File: src/rtl/bda_pkg.sv
// Package for the packed-BCD arithmetic unit: sizes, request and error codes,
// the pipeline payload struct and the digit helper functions.
// No dependencies.
package bda_pkg;

    localparam int DIGITS = 16;
    localparam int BCD_W  = 64;
    localparam int BIN_W  = 64;
    localparam int CNT_W  = 5;
    localparam int NSTAGE = 8;
    localparam int DPS    = (DIGITS + NSTAGE - 1) / NSTAGE;
    localparam int PADD   = NSTAGE * DPS;
    localparam int DW     = DIGITS * 4;
    localparam int PW     = PADD * 4;
    localparam int BPS    = BIN_W / NSTAGE;

    typedef logic [BCD_W-1:0] word_t;
    typedef logic [DW-1:0]    dig_t;
    typedef logic [PW-1:0]    pad_t;
    typedef logic [CNT_W-1:0] cnt_t;

    typedef enum logic [1:0] {
        REQ_ADD,
        REQ_SUB,
        REQ_CMP,
        REQ_CONV
    } req_t;

    typedef enum logic [1:0] {
        ERR_NONE,
        ERR_OVERFLOW,
        ERR_UNDERFLOW
    } err_t;

    typedef struct packed {
        req_t              op;
        err_t              err;
        logic              eq;
        logic              lt;
        pad_t              a_rem;
        pad_t              b_rem;
        pad_t              sum;
        logic              carry;
        logic [BIN_W-1:0]  bin_rem;
        dig_t              dab;
    } pipe_t;

    typedef struct packed {
        word_t result_bcd;
        cnt_t  result_digits;
        logic  is_equal;
        logic  is_less;
        err_t  error_code;
    } rsp_t;

    // nibbles above 9 read as 9, nibbles above the digit range dropped
    function automatic dig_t clamp_bcd(input word_t x);
        dig_t       r;
        logic [3:0] n;
        for (int i = 0; i < DIGITS; i++)
        begin
            n = x[4*i +: 4];
            r[4*i +: 4] = (n > 4'd9) ? 4'd9 : n;
        end
        return r;
    endfunction

    function automatic cnt_t sig_len(input dig_t d);
        cnt_t len;
        len = cnt_t'(1);
        for (int i = 0; i < DIGITS; i++)
        begin
            if (d[4*i +: 4] != 4'd0)
                len = cnt_t'(i + 1);
        end
        return len;
    endfunction

    // one double-dabble step; carries out of the top digit are dropped,
    // which keeps the value modulo 10**DIGITS
    function automatic dig_t dabble_step(input dig_t d, input logic b);
        dig_t       t;
        logic [3:0] n;
        for (int i = 0; i < DIGITS; i++)
        begin
            n = d[4*i +: 4];
            t[4*i +: 4] = (n >= 4'd5) ? n + 4'd3 : n;
        end
        return {t[DW-2:0], b};
    endfunction

endpackage

File: src/rtl/bda_req_if.sv
// Request channel of the BCD unit: valid/ready handshake plus request payload.
// Depends on bda_pkg.
interface bda_req_if;
    logic                      valid;
    logic                      ready;
    logic [1:0]                req_type;
    logic [bda_pkg::BCD_W-1:0] operand_a;
    logic [bda_pkg::BCD_W-1:0] operand_b;
    logic [bda_pkg::BIN_W-1:0] binary_value;

    modport source (output valid, req_type, operand_a, operand_b, binary_value,
                    input ready);
    modport sink   (input valid, req_type, operand_a, operand_b, binary_value,
                    output ready);
endinterface

File: src/rtl/bda_rsp_if.sv
// Result channel of the BCD unit: valid/ready handshake plus result payload.
// Depends on bda_pkg.
interface bda_rsp_if;
    logic                      valid;
    logic                      ready;
    logic [bda_pkg::BCD_W-1:0] result_bcd;
    logic [bda_pkg::CNT_W-1:0] result_digits;
    logic                      is_equal;
    logic                      is_less;
    logic [1:0]                error_code;

    modport source (output valid, result_bcd, result_digits, is_equal, is_less,
                    error_code, input ready);
    modport sink   (input valid, result_bcd, result_digits, is_equal, is_less,
                    error_code, output ready);
endinterface

File: src/rtl/bcd_decimal_arith_unit_top.sv
// Packed-BCD add / subtract / compare / binary-to-BCD unit.
// Pipeline: a request passes through ten registers (prep stage, NSTAGE = 8
// add/dabble stages, output stage) before its result is valid.
// Throughput: one request per cycle; each stage holds under backpressure.
// Reset: rst_n clears all stage valid bits asynchronously; no other state.
module bcd_decimal_arith_unit_top
(
    input  logic      clk,
    input  logic      rst_n,
    bda_req_if.sink   req,
    bda_rsp_if.source rsp
);
    import bda_pkg::*;

    logic [NSTAGE:0] stg_valid;
    logic [NSTAGE:0] stg_ready;
    pipe_t           stg_data [NSTAGE+1];

    bda_prep u_prep
    (
        .clk   (clk),
        .rst_n (rst_n),
        .req   (req),
        .valid (stg_valid[0]),
        .data  (stg_data[0]),
        .ready (stg_ready[0])
    );

    for (genvar g = 0; g < NSTAGE; g++)
    begin : g_step
        bda_step u_step
        (
            .clk      (clk),
            .rst_n    (rst_n),
            .in_valid (stg_valid[g]),
            .in_data  (stg_data[g]),
            .in_ready (stg_ready[g]),
            .valid    (stg_valid[g+1]),
            .data     (stg_data[g+1]),
            .ready    (stg_ready[g+1])
        );
    end

    bda_finish u_finish
    (
        .clk      (clk),
        .rst_n    (rst_n),
        .in_valid (stg_valid[NSTAGE]),
        .in_data  (stg_data[NSTAGE]),
        .in_ready (stg_ready[NSTAGE]),
        .rsp      (rsp)
    );

endmodule

File: src/rtl/bda_prep.sv
// First pipeline stage: digit clamp, compare, error checks, payload setup.
// Depends on bda_pkg and bda_req_if.
module bda_prep
(
    input  logic           clk,
    input  logic           rst_n,
    bda_req_if.sink        req,
    output logic           valid,
    output bda_pkg::pipe_t data,
    input  logic           ready
);
    import bda_pkg::*;

    logic  valid_reg;
    pipe_t data_reg;
    pipe_t data_next;
    dig_t  a_dig;
    dig_t  b_dig;
    logic  a_lt_b;
    req_t  op;

    assign req.ready = !valid_reg || ready;
    assign valid     = valid_reg;
    assign data      = data_reg;

    always_comb
    begin
        a_dig  = clamp_bcd(req.operand_a);
        b_dig  = clamp_bcd(req.operand_b);
        // packed BCD orders the same as the digit strings
        a_lt_b = a_dig < b_dig;
        op     = req_t'(req.req_type);

        data_next.op = op;
        case (op)
            REQ_ADD:
            begin
                data_next.err = (a_dig[DW-1 -: 4] != 4'd0 || b_dig[DW-1 -: 4] != 4'd0)
                                ? ERR_OVERFLOW : ERR_NONE;
            end
            REQ_SUB:
            begin
                data_next.err = a_lt_b ? ERR_UNDERFLOW : ERR_NONE;
            end
            default:
            begin
                data_next.err = ERR_NONE;
            end
        endcase
        data_next.eq      = (op == REQ_CMP) && (a_dig == b_dig);
        data_next.lt      = (op == REQ_CMP) && a_lt_b;
        data_next.a_rem   = pad_t'(a_dig);
        data_next.b_rem   = pad_t'(b_dig);
        data_next.sum     = '0;
        data_next.carry   = 1'b0;
        data_next.bin_rem = req.binary_value;
        data_next.dab     = '0;
    end

    always_ff @(posedge clk or negedge rst_n)
    begin
        if (!rst_n)
            valid_reg <= 1'b0;
        else if (req.ready)
            valid_reg <= req.valid;
    end

    always_ff @(posedge clk)
    begin
        if (req.ready && req.valid)
            data_reg <= data_next;
    end

endmodule

File: src/rtl/bda_step.sv
// Middle pipeline stage: a slice of decimal add/subtract digits and a slice
// of double-dabble steps for the binary conversion. Depends on bda_pkg.
module bda_step
(
    input  logic           clk,
    input  logic           rst_n,
    input  logic           in_valid,
    input  bda_pkg::pipe_t in_data,
    output logic           in_ready,
    output logic           valid,
    output bda_pkg::pipe_t data,
    input  logic           ready
);
    import bda_pkg::*;

    logic       valid_reg;
    pipe_t      data_reg;
    pipe_t      data_next;
    logic [4:0] da;
    logic [4:0] db;
    logic [4:0] s;
    logic [3:0] dig;

    assign in_ready = !valid_reg || ready;
    assign valid    = valid_reg;
    assign data     = data_reg;

    always_comb
    begin
        data_next = in_data;
        da  = '0;
        db  = '0;
        s   = '0;
        dig = '0;
        // lowest remaining digits; results enter from the top of sum
        for (int k = 0; k < DPS; k++)
        begin
            da = {1'b0, data_next.a_rem[3:0]};
            db = {1'b0, data_next.b_rem[3:0]};
            if (data_next.op == REQ_SUB)
            begin
                s = da - db - 5'(data_next.carry);
                if (da < db + 5'(data_next.carry))
                begin
                    dig = s[3:0] + 4'd10;
                    data_next.carry = 1'b1;
                end
                else
                begin
                    dig = s[3:0];
                    data_next.carry = 1'b0;
                end
            end
            else
            begin
                s = da + db + 5'(data_next.carry);
                if (s >= 5'd10)
                begin
                    dig = 4'(s - 5'd10);
                    data_next.carry = 1'b1;
                end
                else
                begin
                    dig = s[3:0];
                    data_next.carry = 1'b0;
                end
            end
            data_next.sum   = {dig, data_next.sum[PW-1:4]};
            data_next.a_rem = data_next.a_rem >> 4;
            data_next.b_rem = data_next.b_rem >> 4;
        end
        for (int j = 0; j < BPS; j++)
        begin
            data_next.dab     = dabble_step(data_next.dab, data_next.bin_rem[BIN_W-1]);
            data_next.bin_rem = data_next.bin_rem << 1;
        end
    end

    always_ff @(posedge clk or negedge rst_n)
    begin
        if (!rst_n)
            valid_reg <= 1'b0;
        else if (in_ready)
            valid_reg <= in_valid;
    end

    always_ff @(posedge clk)
    begin
        if (in_ready && in_valid)
            data_reg <= data_next;
    end

endmodule

File: src/rtl/bda_finish.sv
// Last pipeline stage: result select, zeroing on error or compare, digit
// count and the output register. Depends on bda_pkg and bda_rsp_if.
module bda_finish
(
    input  logic           clk,
    input  logic           rst_n,
    input  logic           in_valid,
    input  bda_pkg::pipe_t in_data,
    output logic           in_ready,
    bda_rsp_if.source      rsp
);
    import bda_pkg::*;

    logic  valid_reg;
    rsp_t  out_reg;
    rsp_t  out_next;
    dig_t  res;

    assign in_ready = !valid_reg || rsp.ready;

    assign rsp.valid         = valid_reg;
    assign rsp.result_bcd    = out_reg.result_bcd;
    assign rsp.result_digits = out_reg.result_digits;
    assign rsp.is_equal      = out_reg.is_equal;
    assign rsp.is_less       = out_reg.is_less;
    assign rsp.error_code    = out_reg.error_code;

    always_comb
    begin
        if (in_data.op == REQ_CONV)
            res = in_data.dab;
        else
            res = in_data.sum[DW-1:0];
        if (in_data.err != ERR_NONE || in_data.op == REQ_CMP)
            res = '0;
        out_next.result_bcd    = word_t'(res);
        out_next.result_digits = sig_len(res);
        out_next.is_equal      = in_data.eq;
        out_next.is_less       = in_data.lt;
        out_next.error_code    = in_data.err;
    end

    always_ff @(posedge clk or negedge rst_n)
    begin
        if (!rst_n)
            valid_reg <= 1'b0;
        else if (in_ready)
            valid_reg <= in_valid;
    end

    always_ff @(posedge clk)
    begin
        if (in_ready && in_valid)
            out_reg <= out_next;
    end

endmodule

File: src/flat_wrapper.sv
// flat-port wrapper written by rule: the top's interface ports become plain ports
module bcd_decimal_arith_unit_top_flat import bda_pkg::*;
  (clk, rst_n, req_valid, req_req_type, req_operand_a, req_operand_b, req_binary_value, req_ready, rsp_valid, rsp_result_bcd, rsp_result_digits, rsp_is_equal, rsp_is_less, rsp_error_code, rsp_ready);
  bda_req_if req_i ();
  bda_rsp_if rsp_i ();
  input  logic clk;
  input  logic rst_n;
  input wire logic [$bits(req_i.valid)-1:0] req_valid;
  input wire logic [$bits(req_i.req_type)-1:0] req_req_type;
  input wire logic [$bits(req_i.operand_a)-1:0] req_operand_a;
  input wire logic [$bits(req_i.operand_b)-1:0] req_operand_b;
  input wire logic [$bits(req_i.binary_value)-1:0] req_binary_value;
  output wire logic [$bits(req_i.ready)-1:0] req_ready;
  output wire logic [$bits(rsp_i.valid)-1:0] rsp_valid;
  output wire logic [$bits(rsp_i.result_bcd)-1:0] rsp_result_bcd;
  output wire logic [$bits(rsp_i.result_digits)-1:0] rsp_result_digits;
  output wire logic [$bits(rsp_i.is_equal)-1:0] rsp_is_equal;
  output wire logic [$bits(rsp_i.is_less)-1:0] rsp_is_less;
  output wire logic [$bits(rsp_i.error_code)-1:0] rsp_error_code;
  input wire logic [$bits(rsp_i.ready)-1:0] rsp_ready;
  assign req_i.valid = req_valid;
  assign req_i.req_type = req_req_type;
  assign req_i.operand_a = req_operand_a;
  assign req_i.operand_b = req_operand_b;
  assign req_i.binary_value = req_binary_value;
  assign req_ready = req_i.ready;
  assign rsp_valid = rsp_i.valid;
  assign rsp_result_bcd = rsp_i.result_bcd;
  assign rsp_result_digits = rsp_i.result_digits;
  assign rsp_is_equal = rsp_i.is_equal;
  assign rsp_is_less = rsp_i.is_less;
  assign rsp_error_code = rsp_i.error_code;
  assign rsp_i.ready = rsp_ready;
  bcd_decimal_arith_unit_top u_core (.clk(clk), .rst_n(rst_n), .req(req_i), .rsp(rsp_i));
endmodule
File: config.mk
export PLATFORM = sky130hd
export DESIGN_NAME = bcd_decimal_arith_unit_top_flat
export DESIGN_NICKNAME = d
export VERILOG_FILES = /design/src/rtl/bda_pkg.sv /design/src/rtl/bda_req_if.sv /design/src/rtl/bda_rsp_if.sv /design/src/rtl/bcd_decimal_arith_unit_top.sv /design/src/rtl/bda_prep.sv /design/src/rtl/bda_step.sv /design/src/rtl/bda_finish.sv /design/src/flat_wrapper.sv
export SDC_FILE = /design/constraint.sdc
export NUM_CORES = 2
export LEC_CHECK = 0
export BUFFER_PORTS_ARGS = -buffer_cell sky130_fd_sc_hd__buf_2
export CAP_MARGIN = 10
export CORE_UTILIZATION = 45
export DETAILED_ROUTE_END_ITERATION = 8
export PLACE_DENSITY_LB_ADDON = 0.2
export SYNTH_ARGS = -nofsm -noshare
export SYNTH_HDL_FRONTEND = slang
export SYNTH_SLANG_ARGS = --single-unit
File: constraint.sdc
create_clock -name clk -period 15.3 [get_ports clk]
set_clock_uncertainty 0.1 [all_clocks]
set_input_delay 1.53 -clock clk [delete_from_list [all_inputs] [get_ports clk]]
set_output_delay 1.53 -clock clk [all_outputs]
set_load 0.02 [all_outputs]
* Yosys cells after proc, flatten, opt, wreduce, memory -nomap -nowiden
Index checks and enable logic that the tools add are counted.
Word-level totals: flip-flop bits (word level) 1768, bits of input ports 198, output and inout bits 75
Operators by class: $add $sub $neg 997, $lt $le $gt $ge 953, equality and inequality tests 13, mux-type cells 1032, reductions and logical operators 53
Operator list (count):
- 4-bit 2-to-1 mux | 905
- 4-bit by 3-bit >= comparator with 1-bit output (second input constant) | 872
- 4-bit by 2-bit adder with 4-bit output (second input constant) | 825
- 3-bit 2-to-1 mux | 61
- 3-bit by 2-bit adder with 3-bit output (second input constant) | 47
- 4-bit > comparator (second input constant) | 32
- 64-bit 2-to-1 mux | 2
- 4-bit by 4-bit adder with 5-bit output | 16
- 5-bit by 4-bit >= comparator with 1-bit output (second input constant) | 16
- 4-bit by 1-bit adder with 5-bit output | 15
- 5-bit by 1-bit adder with 5-bit output | 15
- 4-bit by 5-bit less-than comparator with 1-bit output | 15
- 4-bit nonzero test | 17
- 5-bit 2-to-1 mux | 13
- 4-bit adder (second input constant) | 16
- 64-bit equality test | 1
- 64-bit less-than comparator | 1
- 4-bit subtractor | 16
- 4-bit subtractor (second input constant) | 16
- 4-bit by 1-bit subtractor with 4-bit output | 15
- 1-bit 2-to-1 mux | 48
- 1-bit by 2-bit adder with 3-bit output (both inputs constant) | 15
- 1-bit by 3-bit >= comparator with 1-bit output (both inputs constant) | 15
- 2-bit by 1-bit equality test with 1-bit output (second input constant) | 9
- 11 further kinds | 45

* Depth between registers and ports, before layout
depth in word-level cells 18, mapped depth 41, gate-level depth less buffers 40

* Cells and area by module
A second synthesis with hierarchy kept.
Unflattened totals: cell total of the unflattened synthesis 24224, area total of the unflattened synthesis 225735.2 um^2
Modules (own cells, without submodules):
- bda_step (u_core.g_step[2].u_step ...) | instances 4, cells each 2825, area an instance 26339.0 um^2
- bda_step (u_core.g_step[7].u_step) | instances 1, cells each 3063, area an instance 27466.3 um^2
- bda_step (u_core.g_step[1].u_step) | instances 1, cells each 2995, area an instance 26993.4 um^2
- bda_step (u_core.g_step[0].u_step) | instances 1, cells each 2932, area an instance 26561.7 um^2
- bda_step (u_core.g_step[6].u_step) | instances 1, cells each 2808, area an instance 25909.8 um^2
- bda_prep | instances 1, cells each 729, area an instance 9430.3 um^2
- bda_finish | instances 1, cells each 397, area an instance 4017.6 um^2

* Least setup slack after synthesis
No wires, ideal clock.
path kind input -> register, from input port rsp_ready, to register u_core.g_step[3].u_step.data_reg (netlist bit u_core.g_step[3].u_step.data[0]) (enable), library setup time 0.820 ns, arrival time 10.581 ns, required time 14.380 ns, path slack 3.800 ns, cell stages on the path 4, path buffers 0, cell sequence nor2b_1 > nand3_1 > nor2_1 > a31oi_1
On the way: word-level cells in the longest chain between the ends 7
Ends and longest elaborated chain:
- from (decl) | line flat_wrapper.sv:20 | input wire logic [$bits(rsp_i.ready)-1:0] rsp_ready;
- 1-bit logical OR | line bda_finish.sv:19 | assign in_ready = !valid_reg || rsp.ready;
- 1-bit logical OR (5 in a row) | line bda_step.sv:24 | assign in_ready = !valid_reg || ready;
- 1-bit logical AND | line bda_step.sv:89 | if (in_ready && in_valid)
- to (signal assigned) | line bda_step.sv:90 | data_reg <= data_next;
- to (decl) | line bda_step.sv:17 | pipe_t data_reg;
Every way passes these cells. A chain may end at the register's enable or synchronous reset.

==> flow_summary.json <==
{
  "status": "finished clean",
  "fin_util": 0.4920,
  "nFillCells": 27420,
  "avgRoutedWirePerCell_um": 15.04,
  "cts_setup_buffers": 0,
  "clk_pin_slew_ns": 0.07,
  "grt_usage": 0.1795,
  "crit_required_ns": 15.75,
  "die_y_um": 546.9,
  "crit_path_start_kind": "flip-flop",
  "drtIter0Drc": 6307,
  "cts-hold-fix-buffers": 0,
  "fin_crit_ns": 8.212,
  "avgViaCountPerCell": 5.609,
  "synth-async-reset-ratio": 0.006083,
  "synth_nets": 15410,
  "drive_gt1_frac": 0.1003,
  "arrival_ns": 8.66,
  "slew_headroom": 0.2781,
  "dp_slack_ns": 7.311,
  "drv_slew": 0,
  "die_w_um": 546.9,
  "synth_edf_count": 1634,
  "coreArea_sq_um": 294600,
  "cts_tree": "yes",
  "cp-startpoint": "u_core.g_step[4].u_step.data[0]$_DFFE_PP_",
  "ys_top_cells_by_count": "edfxtp_1 (1634), a21oi_1 (1043), nor2_1 (1020), nand2_1 (1006), inv_1 (974)",
  "hold_start": "u_core.g_step[1].u_step.data[235]$_DFFE_PP_",
  "fin_cells": 18520,
  "numPortBuffers": 272,
  "wl_um": 278500,
  "drc": 0,
  "synth_top_cell_area_share": 0.3672,
  "dpl.hpwl_um": 208900,
  "min_period_over_period": 0.5367,
  "grt_pass1_vias": 93820,
  "grt_max_degree": 117,
  "fin_nets": 15580,
  "ys_seq_area_frac": 0.3691,
  "h-tree-depth": 4,
  "yosys_warnings": 0,
  "synth_flop_cell": "edfxtp_1",
  "crit_slowest_cell": "edfxtp_1",
  "dieArea_sq_um": 299100,
  "grt_setup_unrepaired": "no",
  "hold_class": "flip-flop to flip-flop",
  "cts_made_buffers": 185,
  "clk_path_buf_depth": 4,
  "yosysMostFrequentCell": "edfxtp_1",
  "yosys.area.top_type": "edfxtp_1",
  "synthDistinctLibCells": 151,
  "syn_area_sq_um": 133600,
  "worst_pin_slew_ns": 1.079,
  "cts_sinks": 1644,
  "reg2reg_from": "u_core.g_step[4].u_step.data[0]$_DFFE_PP_",
  "crit_type": "flip-flop to flip-flop",
  "finalHoldViolations": 0,
  "firstDrtPassIters": 6,
  "largest_reg_flops": 1363,
  "post-place-cells": 18180,
  "end_kind": "flip-flop",
  "worst_slack_ns": 7.088,
  "vias": 103900,
  "critPathMostFrequentCell": "ha_1",
  "ys_ff_latch": 1644,
  "rows": 199,
  "grt_pass1_wl_um": 460400,
  "fmax_mhz": 121.8,
  "initial_core_util": 0.4537,
  "max_stage_delay_ns": 0.58,
  "antenna_left": 0,
  "max_cap_violations": 0,
  "routabilityCongestion": 0.8331,
  "synth_area_per_cell_sq_um": 9.357,
  "tns_ns": 0,
  "grt_remaining_overflow": 0,
  "clock_latency_ns": 0.90,
  "root_buffer": "clkbuf_16",
  "ios": 273,
  "cp_max_fo": 13,
  "setup_viol": 0,
  "areaGrowthSynthToFinish_pct": 8.462,
  "antenna_found_initial": 12,
  "syn_inst": 14280,
  "cts.repair.resized": 0,
  "ys_top_cells_by_area": "edfxtp_1 (37%), ha_1 (8.2%), a21oi_1 (3.9%)"
}
==> through the flow <==
step	hold slack [ns]	area, sq um
final	0.2872	144900
after global routing	0.2896	144900
after CTS	0.2841	144900
after detailed placement	0.3045	139000
after global placement	0.3002	139000
after floorplan	0.3003	133600
==> metal layers <==
metal	wire length [um]	GRT usage	vias up
met4	4278	0.03303	2
met2	125100	0.2965	1327
li1	-	-	54060
met5	8	0	-
met1	139900	0.2562	48230
met3	9211	0.01731	261
==> final timing paths <==
check	endpoint	depth (start not counted)	slack, ns
worst max-delay path	u_core.g_step[5].u_step.data[11]$_DFFE_PP_	33	7.09
worst min-delay path	u_core.g_step[2].u_step.data[227]$_DFFE_PP_	0	0.29
worst max register to register	u_core.g_step[5].u_step.data[11]$_DFFE_PP_	33	7.09
worst min register to register	u_core.g_step[2].u_step.data[227]$_DFFE_PP_	0	0.29
max in group asynchronous	u_core.g_step[7].u_step.valid$_DFFE_PN0P_	1	14.42
min in group asynchronous	u_core.g_step[1].u_step.valid$_DFFE_PN0P_	1	0.45
==> area by class of cell <==
| cell class | count | area [sq um] | area share |
|---|---|---|---|
| inverter | 1061 | 3984 | 0.02749 |
| tap | 3919 | 4903 | 0.03383 |
| multi-input combinational | 11230 | 79000 | 0.5451 |
| clock buffer | 219 | 4800 | 0.03312 |
| antenna | 5 | 12.51 | 0.00008633 |
| sequential | 1644 | 49320 | 0.3403 |
| clock inverter | 115 | 1086 | 0.007493 |
| timing repair buffer | 329 | 1827 | 0.01260 |
==> kinds of logic (layout without fill, tap and decap cells) <==
kind of cell | count (synthesis) | count (layout) | share of synthesized area
AOI/OAI and AO/OA | 4750 | 4750 | 0.2411
other | 0 | 5 | 0
adders and majority gates | 956 | 956 | 0.09260
xor gates and xnor gates | 696 | 696 | 0.04961
muxes | 635 | 635 | 0.05081
and+or+nand+nor | 4192 | 4192 | 0.1565
buffers and inverters | 1408 | 1724 | 0.04034
DFF | 1644 | 1644 | 0.3691
==> critical path, delay by kind of cell, from the launching register on <==
family	cells	cell delay, ns
fa+ha+maj	5	1.09
simple gates	5	0.90
mux	2	0.60
xor+xnor	2	0.52
flops	1	0.58
buf+inv	5	0.60
compound gates	14	3.48
==> cells in the final DEF, fill, tap and decap left out, drive strengths merged, types with 353 or more instances in the layout <==
cell type  synthesis  routed
o21ai           1077    1077
inv             1056    1072
edfxtp          1634    1634
xnor2            513     513
nand3            353     353
ha               873     873
mux2i            382     382
nand2           1008    1008
a21oi           1107    1107
nor2            1026    1026
Power is left out: the tool's default activity adds up to more than one toggle a clock period on the data nets, which glitch-free logic cannot reach.
